<file path="config.mk">
export PLATFORM = sky130hd
export DESIGN_NAME = ringtone_text_note_parser_top
export DESIGN_NICKNAME = d
export VERILOG_FILES = /design/src/rtl/rtnp_pkg.sv /design/src/rtl/rtnp_div.sv /design/src/rtl/rtnp_core.sv /design/src/rtl/ringtone_text_note_parser_top.sv
export SDC_FILE = /design/constraint.sdc
export NUM_CORES = 1
export LEC_CHECK = 0
export BUFFER_PORTS_ARGS = -buffer_cell sky130_fd_sc_hd__clkbuf_2
export CAP_MARGIN = 20
export CORE_MARGIN = 2
export CORE_UTILIZATION = 35
export DETAILED_ROUTE_END_ITERATION = 12
export PLACE_DENSITY = 0.55
export SKIP_CTS_REPAIR_TIMING = 1
export SYNTH_ARGS = -nofsm -noshare
export SYNTH_HDL_FRONTEND = slang
export SYNTH_HIERARCHICAL = 1
export SYNTH_SLANG_ARGS = --single-unit
export TNS_END_PERCENT = 30
</file>
<file path="constraint.sdc">
create_clock -name clk -period 9.1 [get_ports clk]
set_input_delay 0.455 -clock clk [delete_from_list [all_inputs] [get_ports clk]]
set_output_delay 0.455 -clock clk [all_outputs]
set_load 0.02 [all_outputs]
</file>
<file path="src/rtl/rtnp_pkg.sv">
package rtnp_pkg;

  // divider word width
  localparam int DIV_W = 16;
  localparam int DIV_CNT_W = $clog2(DIV_W + 1);

  // header defaults and time constants
  localparam logic [15:0] DEF_LENGTH    = 16'd4;
  localparam logic [3:0]  DEF_OCTAVE    = 4'd4;
  localparam logic [15:0] DEF_BPM       = 16'd90;
  localparam logic [15:0] MS_PER_MINUTE = 16'd60000;
  localparam logic [15:0] TICK_MS       = 16'd10;

  // character codes
  localparam logic [7:0] CH_NUL   = 8'h00;
  localparam logic [7:0] CH_ZERO  = 8'h30;
  localparam logic [7:0] CH_NINE  = 8'h39;
  localparam logic [7:0] CH_KEY_D = 8'h64;
  localparam logic [7:0] CH_KEY_O = 8'h6f;
  localparam logic [7:0] CH_KEY_B = 8'h62;
  localparam logic [7:0] CH_SHARP = 8'h23;
  localparam logic [7:0] CH_DOT   = 8'h2e;
  localparam logic [7:0] CH_COMMA = 8'h2c;
  localparam logic [7:0] CH_BAR   = 8'h7c;

  // note codes
  localparam logic [3:0] NOTE_PAUSE = 4'd0;
  localparam logic [3:0] NOTE_C     = 4'd1;
  localparam logic [3:0] NOTE_D     = 4'd3;
  localparam logic [3:0] NOTE_E     = 4'd5;
  localparam logic [3:0] NOTE_F     = 4'd6;
  localparam logic [3:0] NOTE_G     = 4'd8;
  localparam logic [3:0] NOTE_A     = 4'd10;
  localparam logic [3:0] NOTE_B     = 4'd12;

  typedef enum logic [3:0] {
    PH_HDR_D = 4'd0,
    PH_D_EQ  = 4'd1,
    PH_D_NUM = 4'd2,
    PH_HDR_O = 4'd3,
    PH_O_EQ  = 4'd4,
    PH_O_VAL = 4'd5,
    PH_O_SEP = 4'd6,
    PH_HDR_B = 4'd7,
    PH_B_EQ  = 4'd8,
    PH_B_NUM = 4'd9,
    PH_LEN   = 4'd10,
    PH_SHARP = 4'd11,
    PH_DOT   = 4'd12,
    PH_OCT   = 4'd13,
    PH_SEP   = 4'd14,
    PH_DONE  = 4'd15
  } phase_t;

  typedef enum logic [2:0] {
    SQ_IDLE,
    SQ_TAKE,
    SQ_TEMPO1,
    SQ_TEMPO2,
    SQ_DUR,
    SQ_END
  } seq_t;

  typedef struct packed {
    logic [7:0] ch;
    logic       first;
    logic       final_req;
  } txt_t;

  typedef struct packed {
    logic [3:0]  note;
    logic [3:0]  octave;
    logic [15:0] duration_ticks;
    logic        melody_end;
    logic        run_last;
  } evt_t;

  // divider control and status
  typedef struct packed {
    logic              start;
    logic [DIV_W-1:0]  dividend;
    logic [DIV_W-1:0]  divisor;
  } div_req_t;

  typedef struct packed {
    logic              busy;
    logic              done;
    logic [DIV_W-1:0]  quotient;
  } div_rsp_t;

  // letter to note code, anything unknown is a pause
  function automatic logic [3:0] letter_code(input logic [7:0] c);
    logic [3:0] code;
    case (c)
      8'h43, 8'h63: code = NOTE_C;
      8'h44, 8'h64: code = NOTE_D;
      8'h45, 8'h65: code = NOTE_E;
      8'h46, 8'h66: code = NOTE_F;
      8'h47, 8'h67: code = NOTE_G;
      8'h41, 8'h61: code = NOTE_A;
      8'h42, 8'h62: code = NOTE_B;
      default:      code = NOTE_PAUSE;
    endcase
    return code;
  endfunction

endpackage

</file>
<file path="src/rtl/rtnp_div.sv">
module rtnp_div (
  input  logic              clk,
  input  logic              rst,
  input  rtnp_pkg::div_req_t req,
  output rtnp_pkg::div_rsp_t rsp
);
  import rtnp_pkg::*;

  logic [DIV_W-1:0]     dvd;
  logic [DIV_W-1:0]     dvs;
  logic [DIV_W-1:0]     rem;
  logic [DIV_CNT_W-1:0] cnt;
  logic                 busy;
  logic                 done;
  logic [DIV_W:0]       part;
  logic [DIV_W+1:0]     trial;
  logic                 qbit;

  // one quotient bit per cycle, restoring
  assign part  = {rem, dvd[DIV_W-1]};
  assign trial = {1'b0, part} - {2'b00, dvs};
  assign qbit  = ~trial[DIV_W+1];

  always_ff @(posedge clk) begin
    if (rst) begin
      busy <= 1'b0;
      done <= 1'b0;
      cnt  <= '0;
    end else begin
      done <= busy && (cnt == DIV_CNT_W'(1));
      if (req.start) begin
        busy <= 1'b1;
        cnt  <= DIV_CNT_W'(DIV_W);
      end else if (busy) begin
        cnt <= cnt - DIV_CNT_W'(1);
        if (cnt == DIV_CNT_W'(1)) begin
          busy <= 1'b0;
        end
      end
    end
  end

  // shift registers for dividend/quotient and partial remainder
  always_ff @(posedge clk) begin
    if (req.start) begin
      dvd <= req.dividend;
      dvs <= req.divisor;
      rem <= '0;
    end else if (busy) begin
      dvd <= {dvd[DIV_W-2:0], qbit};
      rem <= qbit ? trial[DIV_W-1:0] : part[DIV_W-1:0];
    end
  end

  assign rsp.busy     = busy;
  assign rsp.done     = done;
  assign rsp.quotient = dvd;

endmodule

</file>
<file path="src/rtl/rtnp_core.sv">
module rtnp_core (
  input  logic           clk,
  input  logic           rst,
  input  logic           accept,
  input  rtnp_pkg::txt_t item,
  output logic           idle,
  output logic           res_valid,
  input  logic           res_ready,
  output rtnp_pkg::evt_t res
);
  import rtnp_pkg::*;

  seq_t        seq, seq_next;
  phase_t      phase, phase_next;
  logic [15:0] dflt_len, dflt_len_next;
  logic [3:0]  dflt_oct, dflt_oct_next;
  logic [15:0] whole_ticks, whole_ticks_next;
  logic [15:0] acc, acc_next;
  logic [3:0]  pnote, pnote_next;
  logic [3:0]  poct, poct_next;
  logic        pdot, pdot_next;
  logic [7:0]  c, c_next;
  logic        fin, fin_next;
  logic        retake, retake_next;
  logic        final_flag, final_flag_next;
  evt_t        hold, hold_next;
  logic        hold_valid, hold_valid_next;

  div_req_t    div_req;
  div_rsp_t    div_rsp;

  logic [7:0]  dig;
  logic        is_dig;
  logic [15:0] acc_mac;
  logic [15:0] len_sel;
  logic [15:0] dur_sum;
  logic        do_emit;
  logic        do_tempo;
  logic [15:0] tempo_bpm;
  logic        tempo_retake;
  logic        need_final;

  rtnp_div u_div (
    .clk (clk),
    .rst (rst),
    .req (div_req),
    .rsp (div_rsp)
  );

  // digit helpers, accumulator times ten plus digit wraps at 16 bits
  assign dig     = c - CH_ZERO;
  assign is_dig  = (c >= CH_ZERO) && (c <= CH_NINE);
  assign acc_mac = {acc[12:0], 3'b000} + {acc[14:0], 1'b0} + {8'd0, dig};

  // note length, never zero
  always_comb begin
    len_sel = (acc != 16'd0) ? acc : dflt_len;
    if (len_sel == 16'd0) begin
      len_sel = 16'd1;
    end
  end

  // dotted adds half the duration
  assign dur_sum = div_rsp.quotient + (pdot ? {1'b0, div_rsp.quotient[15:1]} : 16'd0);

  assign need_final = fin && (phase inside {[PH_SHARP:PH_DONE]});

  always_ff @(posedge clk) begin
    if (rst) begin
      seq         <= SQ_IDLE;
      phase       <= PH_HDR_D;
      dflt_len    <= DEF_LENGTH;
      dflt_oct    <= DEF_OCTAVE;
      whole_ticks <= '0;
      acc         <= '0;
      pnote       <= '0;
      poct        <= '0;
      pdot        <= 1'b0;
      retake      <= 1'b0;
      final_flag  <= 1'b0;
      hold_valid  <= 1'b0;
    end else begin
      seq         <= seq_next;
      phase       <= phase_next;
      dflt_len    <= dflt_len_next;
      dflt_oct    <= dflt_oct_next;
      whole_ticks <= whole_ticks_next;
      acc         <= acc_next;
      pnote       <= pnote_next;
      poct        <= poct_next;
      pdot        <= pdot_next;
      retake      <= retake_next;
      final_flag  <= final_flag_next;
      hold_valid  <= hold_valid_next;
    end
  end

  // item and held result payload
  always_ff @(posedge clk) begin
    c    <= c_next;
    fin  <= fin_next;
    hold <= hold_next;
  end

  // parse sequencer: one parse step per cycle while no division or output push is pending, divisions on the shared unit
  always_comb begin
    seq_next         = seq;
    phase_next       = phase;
    dflt_len_next    = dflt_len;
    dflt_oct_next    = dflt_oct;
    whole_ticks_next = whole_ticks;
    acc_next         = acc;
    pnote_next       = pnote;
    poct_next        = poct;
    pdot_next        = pdot;
    c_next           = c;
    fin_next         = fin;
    retake_next      = retake;
    final_flag_next  = final_flag;
    hold_next        = hold;
    hold_valid_next  = hold_valid;
    div_req.start    = 1'b0;
    div_req.dividend = whole_ticks;
    div_req.divisor  = len_sel;
    res_valid        = 1'b0;
    res              = hold;
    idle             = (seq == SQ_IDLE);
    do_emit          = 1'b0;
    do_tempo         = 1'b0;
    tempo_bpm        = DEF_BPM;
    tempo_retake     = 1'b0;

    case (seq)
      SQ_IDLE: begin
        if (accept) begin
          c_next   = item.ch;
          fin_next = item.final_req;
          seq_next = SQ_TAKE;
          if (item.first) begin
            phase_next       = PH_HDR_D;
            dflt_len_next    = DEF_LENGTH;
            dflt_oct_next    = DEF_OCTAVE;
            whole_ticks_next = '0;
            acc_next         = '0;
            pnote_next       = '0;
            poct_next        = '0;
            pdot_next        = 1'b0;
          end
        end
      end

      SQ_TAKE: begin
        // stays in SQ_TAKE when the character is taken again
        seq_next = SQ_END;
        case (phase)
          PH_HDR_D: begin
            if (c == CH_KEY_D) begin
              acc_next   = '0;
              phase_next = PH_D_EQ;
            end else begin
              dflt_len_next = DEF_LENGTH;
              phase_next    = PH_HDR_O;
              seq_next      = SQ_TAKE;
            end
          end
          PH_D_EQ: phase_next = PH_D_NUM;
          PH_D_NUM: begin
            if (is_dig) begin
              acc_next = acc_mac;
            end else begin
              dflt_len_next = (acc != 16'd0) ? acc : DEF_LENGTH;
              acc_next      = '0;
              phase_next    = PH_HDR_O;
            end
          end
          PH_HDR_O: begin
            if (c == CH_KEY_O) begin
              phase_next = PH_O_EQ;
            end else begin
              dflt_oct_next = DEF_OCTAVE;
              phase_next    = PH_HDR_B;
              seq_next      = SQ_TAKE;
            end
          end
          PH_O_EQ: phase_next = PH_O_VAL;
          PH_O_VAL: begin
            dflt_oct_next = (dig inside {[8'd2:8'd7]}) ? dig[3:0] : DEF_OCTAVE;
            phase_next    = PH_O_SEP;
          end
          PH_O_SEP: phase_next = PH_HDR_B;
          PH_HDR_B: begin
            acc_next = '0;
            if (c == CH_KEY_B) begin
              phase_next = PH_B_EQ;
            end else begin
              do_tempo     = 1'b1;
              tempo_bpm    = DEF_BPM;
              tempo_retake = 1'b1;
            end
          end
          PH_B_EQ: phase_next = PH_B_NUM;
          PH_B_NUM: begin
            if (is_dig) begin
              acc_next = acc_mac;
            end else begin
              do_tempo  = 1'b1;
              tempo_bpm = (acc != 16'd0) ? acc : DEF_BPM;
            end
          end
          PH_LEN: begin
            if (is_dig) begin
              acc_next = acc_mac;
            end else begin
              pnote_next = letter_code(c);
              poct_next  = dflt_oct;
              pdot_next  = 1'b0;
              phase_next = PH_SHARP;
            end
          end
          PH_SHARP: begin
            phase_next = PH_DOT;
            if (c == CH_SHARP) begin
              if (pnote != NOTE_PAUSE) begin
                pnote_next = pnote + 4'd1;
              end
            end else begin
              seq_next = SQ_TAKE;
            end
          end
          PH_DOT: begin
            phase_next = PH_OCT;
            if (c == CH_DOT) begin
              pdot_next = 1'b1;
            end else begin
              seq_next = SQ_TAKE;
            end
          end
          PH_OCT: begin
            phase_next = PH_SEP;
            if (is_dig) begin
              poct_next = dig[3:0];
            end else begin
              seq_next = SQ_TAKE;
            end
          end
          PH_SEP: begin
            if ((c == CH_COMMA) || (c == CH_BAR)) begin
              phase_next = PH_DONE;
            end else begin
              do_emit = 1'b1;
            end
          end
          default: do_emit = 1'b1;
        endcase

        // header end: 60000 / bpm first
        if (do_tempo) begin
          div_req.start    = 1'b1;
          div_req.dividend = MS_PER_MINUTE;
          div_req.divisor  = tempo_bpm;
          retake_next      = tempo_retake;
          seq_next         = SQ_TEMPO1;
        end

        // note end: whole ticks over length
        if (do_emit) begin
          div_req.start   = 1'b1;
          final_flag_next = 1'b0;
          seq_next        = SQ_DUR;
        end
      end

      SQ_TEMPO1: begin
        // milliseconds per whole note, truncated to 16 bits, then to ticks
        if (div_rsp.done) begin
          div_req.start    = 1'b1;
          div_req.dividend = {div_rsp.quotient[13:0], 2'b00};
          div_req.divisor  = TICK_MS;
          seq_next         = SQ_TEMPO2;
        end
      end

      SQ_TEMPO2: begin
        if (div_rsp.done) begin
          whole_ticks_next = div_rsp.quotient;
          acc_next         = '0;
          phase_next       = PH_LEN;
          seq_next         = retake ? SQ_TAKE : SQ_END;
        end
      end

      SQ_DUR: begin
        if (div_rsp.done) begin
          hold_next.note           = pnote;
          hold_next.octave         = poct;
          hold_next.duration_ticks = dur_sum;
          hold_next.melody_end     = final_flag || (c == CH_NUL);
          hold_next.run_last       = 1'b0;
          hold_valid_next          = 1'b1;
          acc_next                 = '0;
          phase_next               = PH_LEN;
          final_flag_next          = 1'b0;
          if (final_flag || (c == CH_NUL)) begin
            seq_next = SQ_END;
          end else begin
            seq_next = SQ_TAKE;
          end
        end
      end

      SQ_END: begin
        if (need_final) begin
          // flush an earlier note of this transaction before the last one
          if (hold_valid) begin
            res_valid = 1'b1;
            if (res_ready) begin
              hold_valid_next = 1'b0;
            end
          end else begin
            div_req.start   = 1'b1;
            final_flag_next = 1'b1;
            seq_next        = SQ_DUR;
          end
        end else begin
          if (fin && (phase == PH_LEN)) begin
            acc_next = '0;
          end
          if (hold_valid) begin
            res_valid      = 1'b1;
            res.run_last   = 1'b1;
            res.melody_end = hold.melody_end || fin;
            if (res_ready) begin
              hold_valid_next = 1'b0;
              seq_next        = SQ_IDLE;
            end
          end else begin
            seq_next = SQ_IDLE;
          end
        end
      end

      default: seq_next = SQ_IDLE;
    endcase
  end

  // no result is left behind when the parser goes idle
  a_idle_empty: assert property (@(posedge clk) disable iff (rst)
    (seq == SQ_IDLE) |-> !hold_valid)
    else $error("held result while idle");

  // divider results arrive only while waiting for them
  a_div_done_wait: assert property (@(posedge clk) disable iff (rst)
    div_rsp.done |-> ((seq == SQ_TEMPO1) || (seq == SQ_TEMPO2) || (seq == SQ_DUR)))
    else $error("divider finished outside a wait state");

  // the divider is never restarted while running
  a_div_start_free: assert property (@(posedge clk) disable iff (rst)
    div_req.start |-> !div_rsp.busy)
    else $error("divider started while busy");

  // a pushed result leaves the hold register on the next cycle
  a_push_clears: assert property (@(posedge clk) disable iff (rst)
    (res_valid && res_ready) |=> !hold_valid)
    else $error("hold register not released after push");

endmodule

</file>
<file path="src/rtl/ringtone_text_note_parser_top.sv">
// Ringtone text note parser.
// Input channel txt (txt_valid / txt_stall) carries one text character with
// the first and final_req marks; a transaction is taken when txt_valid is high
// and txt_stall is low. Output channel evt (evt_valid / evt_stall) carries note
// events; each input transaction gives zero, one or two events, the last one
// marked run_last.
// Flow: one character at a time. A character runs through its internal
// parse steps in order. A note end runs one 16-bit division on the shared
// bit-serial divider; the end of the header runs two divisions (tempo to
// milliseconds, then to ticks). The divider retires one quotient bit per
// cycle. txt_stall stays high until every event of the current transaction
// has been loaded into the output register.
// Reset clears the parser to the header state with default length 4, default
// octave 4 and zero whole-note ticks; no clearing pass is needed.
// When the receiver stalls, evt holds its value and the parser waits with the
// next event; one event can wait in the output register while the parser
// works on the following one.
module ringtone_text_note_parser_top (
  input  logic           clk,
  input  logic           rst,
  input  logic           txt_valid,
  output logic           txt_stall,
  input  rtnp_pkg::txt_t txt,
  output logic           evt_valid,
  input  logic           evt_stall,
  output rtnp_pkg::evt_t evt
);
  import rtnp_pkg::*;

  logic idle;
  logic res_valid;
  logic res_ready;
  evt_t res;

  rtnp_core u_core (
    .clk       (clk),
    .rst       (rst),
    .accept    (txt_valid && idle),
    .item      (txt),
    .idle      (idle),
    .res_valid (res_valid),
    .res_ready (res_ready),
    .res       (res)
  );

  assign txt_stall = !idle;

  // output register, refilled in the cycle it is taken
  assign res_ready = !evt_valid || !evt_stall;

  always_ff @(posedge clk) begin
    if (rst) begin
      evt_valid <= 1'b0;
    end else if (res_ready) begin
      evt_valid <= res_valid;
    end
  end

  always_ff @(posedge clk) begin
    if (res_ready && res_valid) begin
      evt <= res;
    end
  end

endmodule
</file>
# Yosys cells after proc, flatten, opt, wreduce, memory -nomap -nowiden
# Index checks and enable logic that the tools add are counted.
# word_totals
regBits	187
in_bits	14
# classes
add_sub_neg	7
magnitude_cmp	6
n_eq_ne	71
muxes	114
n_bitwise	2
n_reduce_logical	54
# ops
cell	n
16-bit 2-to-1 mux	22
8-bit by 7-bit == test with 1-bit output (second input constant)	16
16-bit one-hot mux with 4 select lines	2
16-bit one-hot mux with 2 select lines	3
33-bit 2-to-1 mux	2
4-bit 2-to-1 mux	16
32-bit one-hot mux with 2 select lines	1
4-bit one-hot mux with 14 select lines	1
3-bit 2-to-1 mux	17
4-bit one-hot mux with 2 select lines	6
3-bit by 2-bit != test with 1-bit output (second input constant)	11
16-bit adder	2
4-bit == test (second input constant)	7
4-bit one-hot mux with 7 select lines	1
1-bit 2-to-1 mux	25
8-bit by 6-bit == test with 1-bit output (second input constant)	3
3-bit != test (second input constant)	8
6-bit AND reduction	4
2-bit OR reduction	11
3-bit one-hot mux with 6 select lines	1
9-bit AND reduction	2
17-bit by 16-bit subtractor with 18-bit output	1
16-bit by 8-bit adder with 16-bit output	1
4-bit by 3-bit == test with 1-bit output (second input constant)	4
other kinds (43)	87

# Logic depth before layout (Yosys ltp)
# depth
depth_word	9
mapped_depth	12
ltp_nobuf	11

# Cells and area by module
# Netlist, hierarchy kept.
# by_module_without_submodules
module	instances	cells_per_inst	area_per_inst_um2	seq_area_each_um2
rtnp_core	1	887	7365.8	2442.3
rtnp_div	1	283	3020.4	1421.4
ringtone_text_note_parser_top	1	33	829.5	800.8

# Worst setup path before layout
# OpenSTA, ideal clock, no wires.
# synth_path
kind	reg2reg
startpoint	register u_core.c[4]
endpoint	register u_core.u_div.dvd[0], enable pin
setup_time_ps	329
t_arrival_ps	3087
slack_ps	5684
path_stages_with_launch	11
path_buffers	1
path_cell_list	edfxtp_1 > inv_1 > ha_1 > mux2i_1 > o41ai_1 > nor2_1 > o21ai_0 > nand3_1 > clkbuf_1 > nor2_1 > inv_1
# synth_rtl
element	line	rtl
start: declaration	rtnp_core.sv:22	logic [7:0] c, c_next;
start signal: assignment	rtnp_core.sv:100	c <= c_next;
end signal: assignment	rtnp_div.sv:46	dvd <= req.dividend;
end signal: assignment	rtnp_div.sv:50	dvd <= {dvd[DIV_W-2:0], qbit};
end: declaration	rtnp_div.sv:9	logic [DIV_W-1:0] dvd;

==> impl_metrics.json <==
{
  "antenna_left": 0,
  "outcome": "finished, final reports clean",
  "cts_buffer_depth": 2,
  "irDropWorstVdd_mv": 0.1298,
  "core.rowCount": 65,
  "netlist_area_um2": 11210,
  "dieArea_um2": 33470,
  "cp.required_ns": 9.18,
  "finalSetupViolCount": 0,
  "power.density_nw_per_um2": 171.6,
  "gp_congestion": 0.8749,
  "crit_fanout": 51,
  "r2r-start": "u_core/c[2]",
  "io-pin-count": 42,
  "max_freq_ghz": 0.2394,
  "rsz0062_at_grt": "false",
  "fin_skew_ns": 0.009229,
  "path_class": "reg2reg",
  "startpoint": "u_core/c[2]",
  "layout-drive-gt1-share_pct": 11.07,
  "relSlewSlack_pct": 26.40,
  "start_util_pct": 35.52,
  "syn_inst": 1202,
  "stdcell_area_um2": 12060,
  "numCtsBuffers": 17,
  "dp_cells": 1571,
  "grt_usage_pct": 15.61,
  "n_antenna_cell": 0,
  "finalNetCount": 1271,
  "hold_viol": 0,
  "ff2ff_path_depth": 8,
  "min_period_ns": 4.178,
  "grt_pass1_vias": 8240,
  "grt_max_degree": 86,
  "worstSkewPairLatency_ns": 0.44,
  "min_from": "txt[3]",
  "root_buffer": "clkbuf_16",
  "maxCapViolations": 0,
  "instances_no_fill": 1603,
  "hold_depth": 1,
  "yosys_warnings": 6,
  "syn_nets": 1285,
  "hold_path_class": "in2reg",
  "synthToLayoutAreaGrowth_pct": 7.591,
  "fin_setup_tns_ns": 0,
  "dr.pass1.iters": 5,
  "design.core.area_um2": 31560,
  "placed_area_um2": 11490,
  "syn_avg_cell_area_um2": 9.325,
  "num_vias": 8599,
  "worst_pin_slew_ns": 1.104,
  "antenna_found_initial": 0,
  "vias_per_cell": 5.364,
  "drc_errors": 0,
  "post-dp-hpwl_um": 17690,
  "initialDrtViolationCount": 472,
  "grt.overflow.total": 0,
  "io_buffers": 41,
  "cts_sinks": 187,
  "wirelength_um": 25360,
  "die_h_um": 183.0,
  "tritoncts": "done",
  "grt_pass1_wl_um": 42500,
  "cp-end-kind": "flop",
  "maxSlewViolCount": 0,
  "arrival_ns": 4.26,
  "ctsHtreeMaxLevel": 4,
  "crit_path_start_kind": "flop",
  "routedWlPerCell_um": 15.82,
  "clkTransAtPathRegs_ns": 0.07,
  "power_leakage_nw": 4.797,
  "die_w_um": 183.0,
  "n_fill_cell": 3160,
  "post-route-period-util_pct": 45.91
}
[final timing paths]
path / endpoint / slack [ns]
max reg2reg: u_core/u_div/dvd[6] / 4.92
min reg2reg: evt[22] / 0.42
min: u_core/c[1] / 0.19
max: u_core/u_div/dvd[6] / 4.92
[metal layers]
layer | GRT usage, % | wire (um)
met5 | 0 | 0
met4 | 4.160 | 295
met3 | 2.601 | 803
met2 | 26.23 | 12120
met1 | 20.82 | 12140
[layout by cell type, fill, tap and decap left out, types with 14 or more instances in the layout]
| cell type | n |
|---|---|
| a21o_1 | 19 |
| a21oi_1 | 85 |
| a31oi_1 | 15 |
| and2_1 | 23 |
| and3_1 | 14 |
| clkbuf_16 | 17 |
| clkbuf_2 | 41 |
| dfxtp_1 | 95 |
| edfxtp_1 | 92 |
| ha_1 | 61 |
| inv_1 | 57 |
| mux2_2 | 17 |
| mux2i_1 | 23 |
| nand2_1 | 111 |
| nand3_1 | 68 |
| nor2_1 | 106 |
| nor2b_1 | 17 |
| nor3_1 | 24 |
| o21ai_0 | 45 |
| xnor2_1 | 31 |
[through the flow]
step	hold slack (ns)	util [%]	power, mW	setup WS (ns)
after floorplan	0.4086	-	1.282	5.684
after global placement	0.4019	36.42	1.353	5.051
after detailed placement	0.4045	36.42	1.356	4.935
after CTS	0.1682	38.22	2.092	4.910
after global routing	0.1718	38.22	2.180	4.510
final	0.1893	38.22	2.069	4.922
[worst max-delay path, stage by stage, from the launching register on]
cell      delay (ns)
edfxtp_1        0.62
nor4_4          0.37
nand4_2         0.23
nand4_1         0.25
a21o_1          0.88
nand3_2         0.11
buf_4           0.35
nor2_1          0.50
inv_1           0.46
[power breakdown]
| part | total [mW] | leakage [nW] | switching [mW] | internal, mW |
|---|---|---|---|---|
| clock network | 0.731 | 0.269 | 0.347 | 0.384 |
| registers | 0.955 | 1.60 | 0.0495 | 0.906 |
| logic | 0.382 | 2.93 | 0.235 | 0.147 |
[state kept, by name (all words and copies together), names as in the netlist, 3 cells and up]
name and cells:
u_core/dflt_oct 4, u_core/u_div/cnt 5, u_core/c 8, u_core/whole_ticks 16, evt 26, u_core/u_div/dvs 16, u_core/seq 3, u_core/res 24
u_core/u_div/rem 16, u_core/acc 16, u_core/poct 4, u_core/u_div/dvd 16, u_core/phase 4, u_core/dflt_len 16, u_core/pnote 4
[final cells by class]
type | count | area, um2 | share of cell area [%]
Tap cell | 402 | 503.0 | 4.171
Sequential cell | 187 | 4664 | 38.68
Inverter | 57 | 214.0 | 1.774
Timing Repair Buffer | 49 | 265.3 | 2.200
Clock buffer | 18 | 429.2 | 3.559
Clock inverter | 14 | 138.9 | 1.152
Multi-Input combinational cell | 876 | 5844 | 48.46
Note: power is estimated with default switching activity, not from simulation.
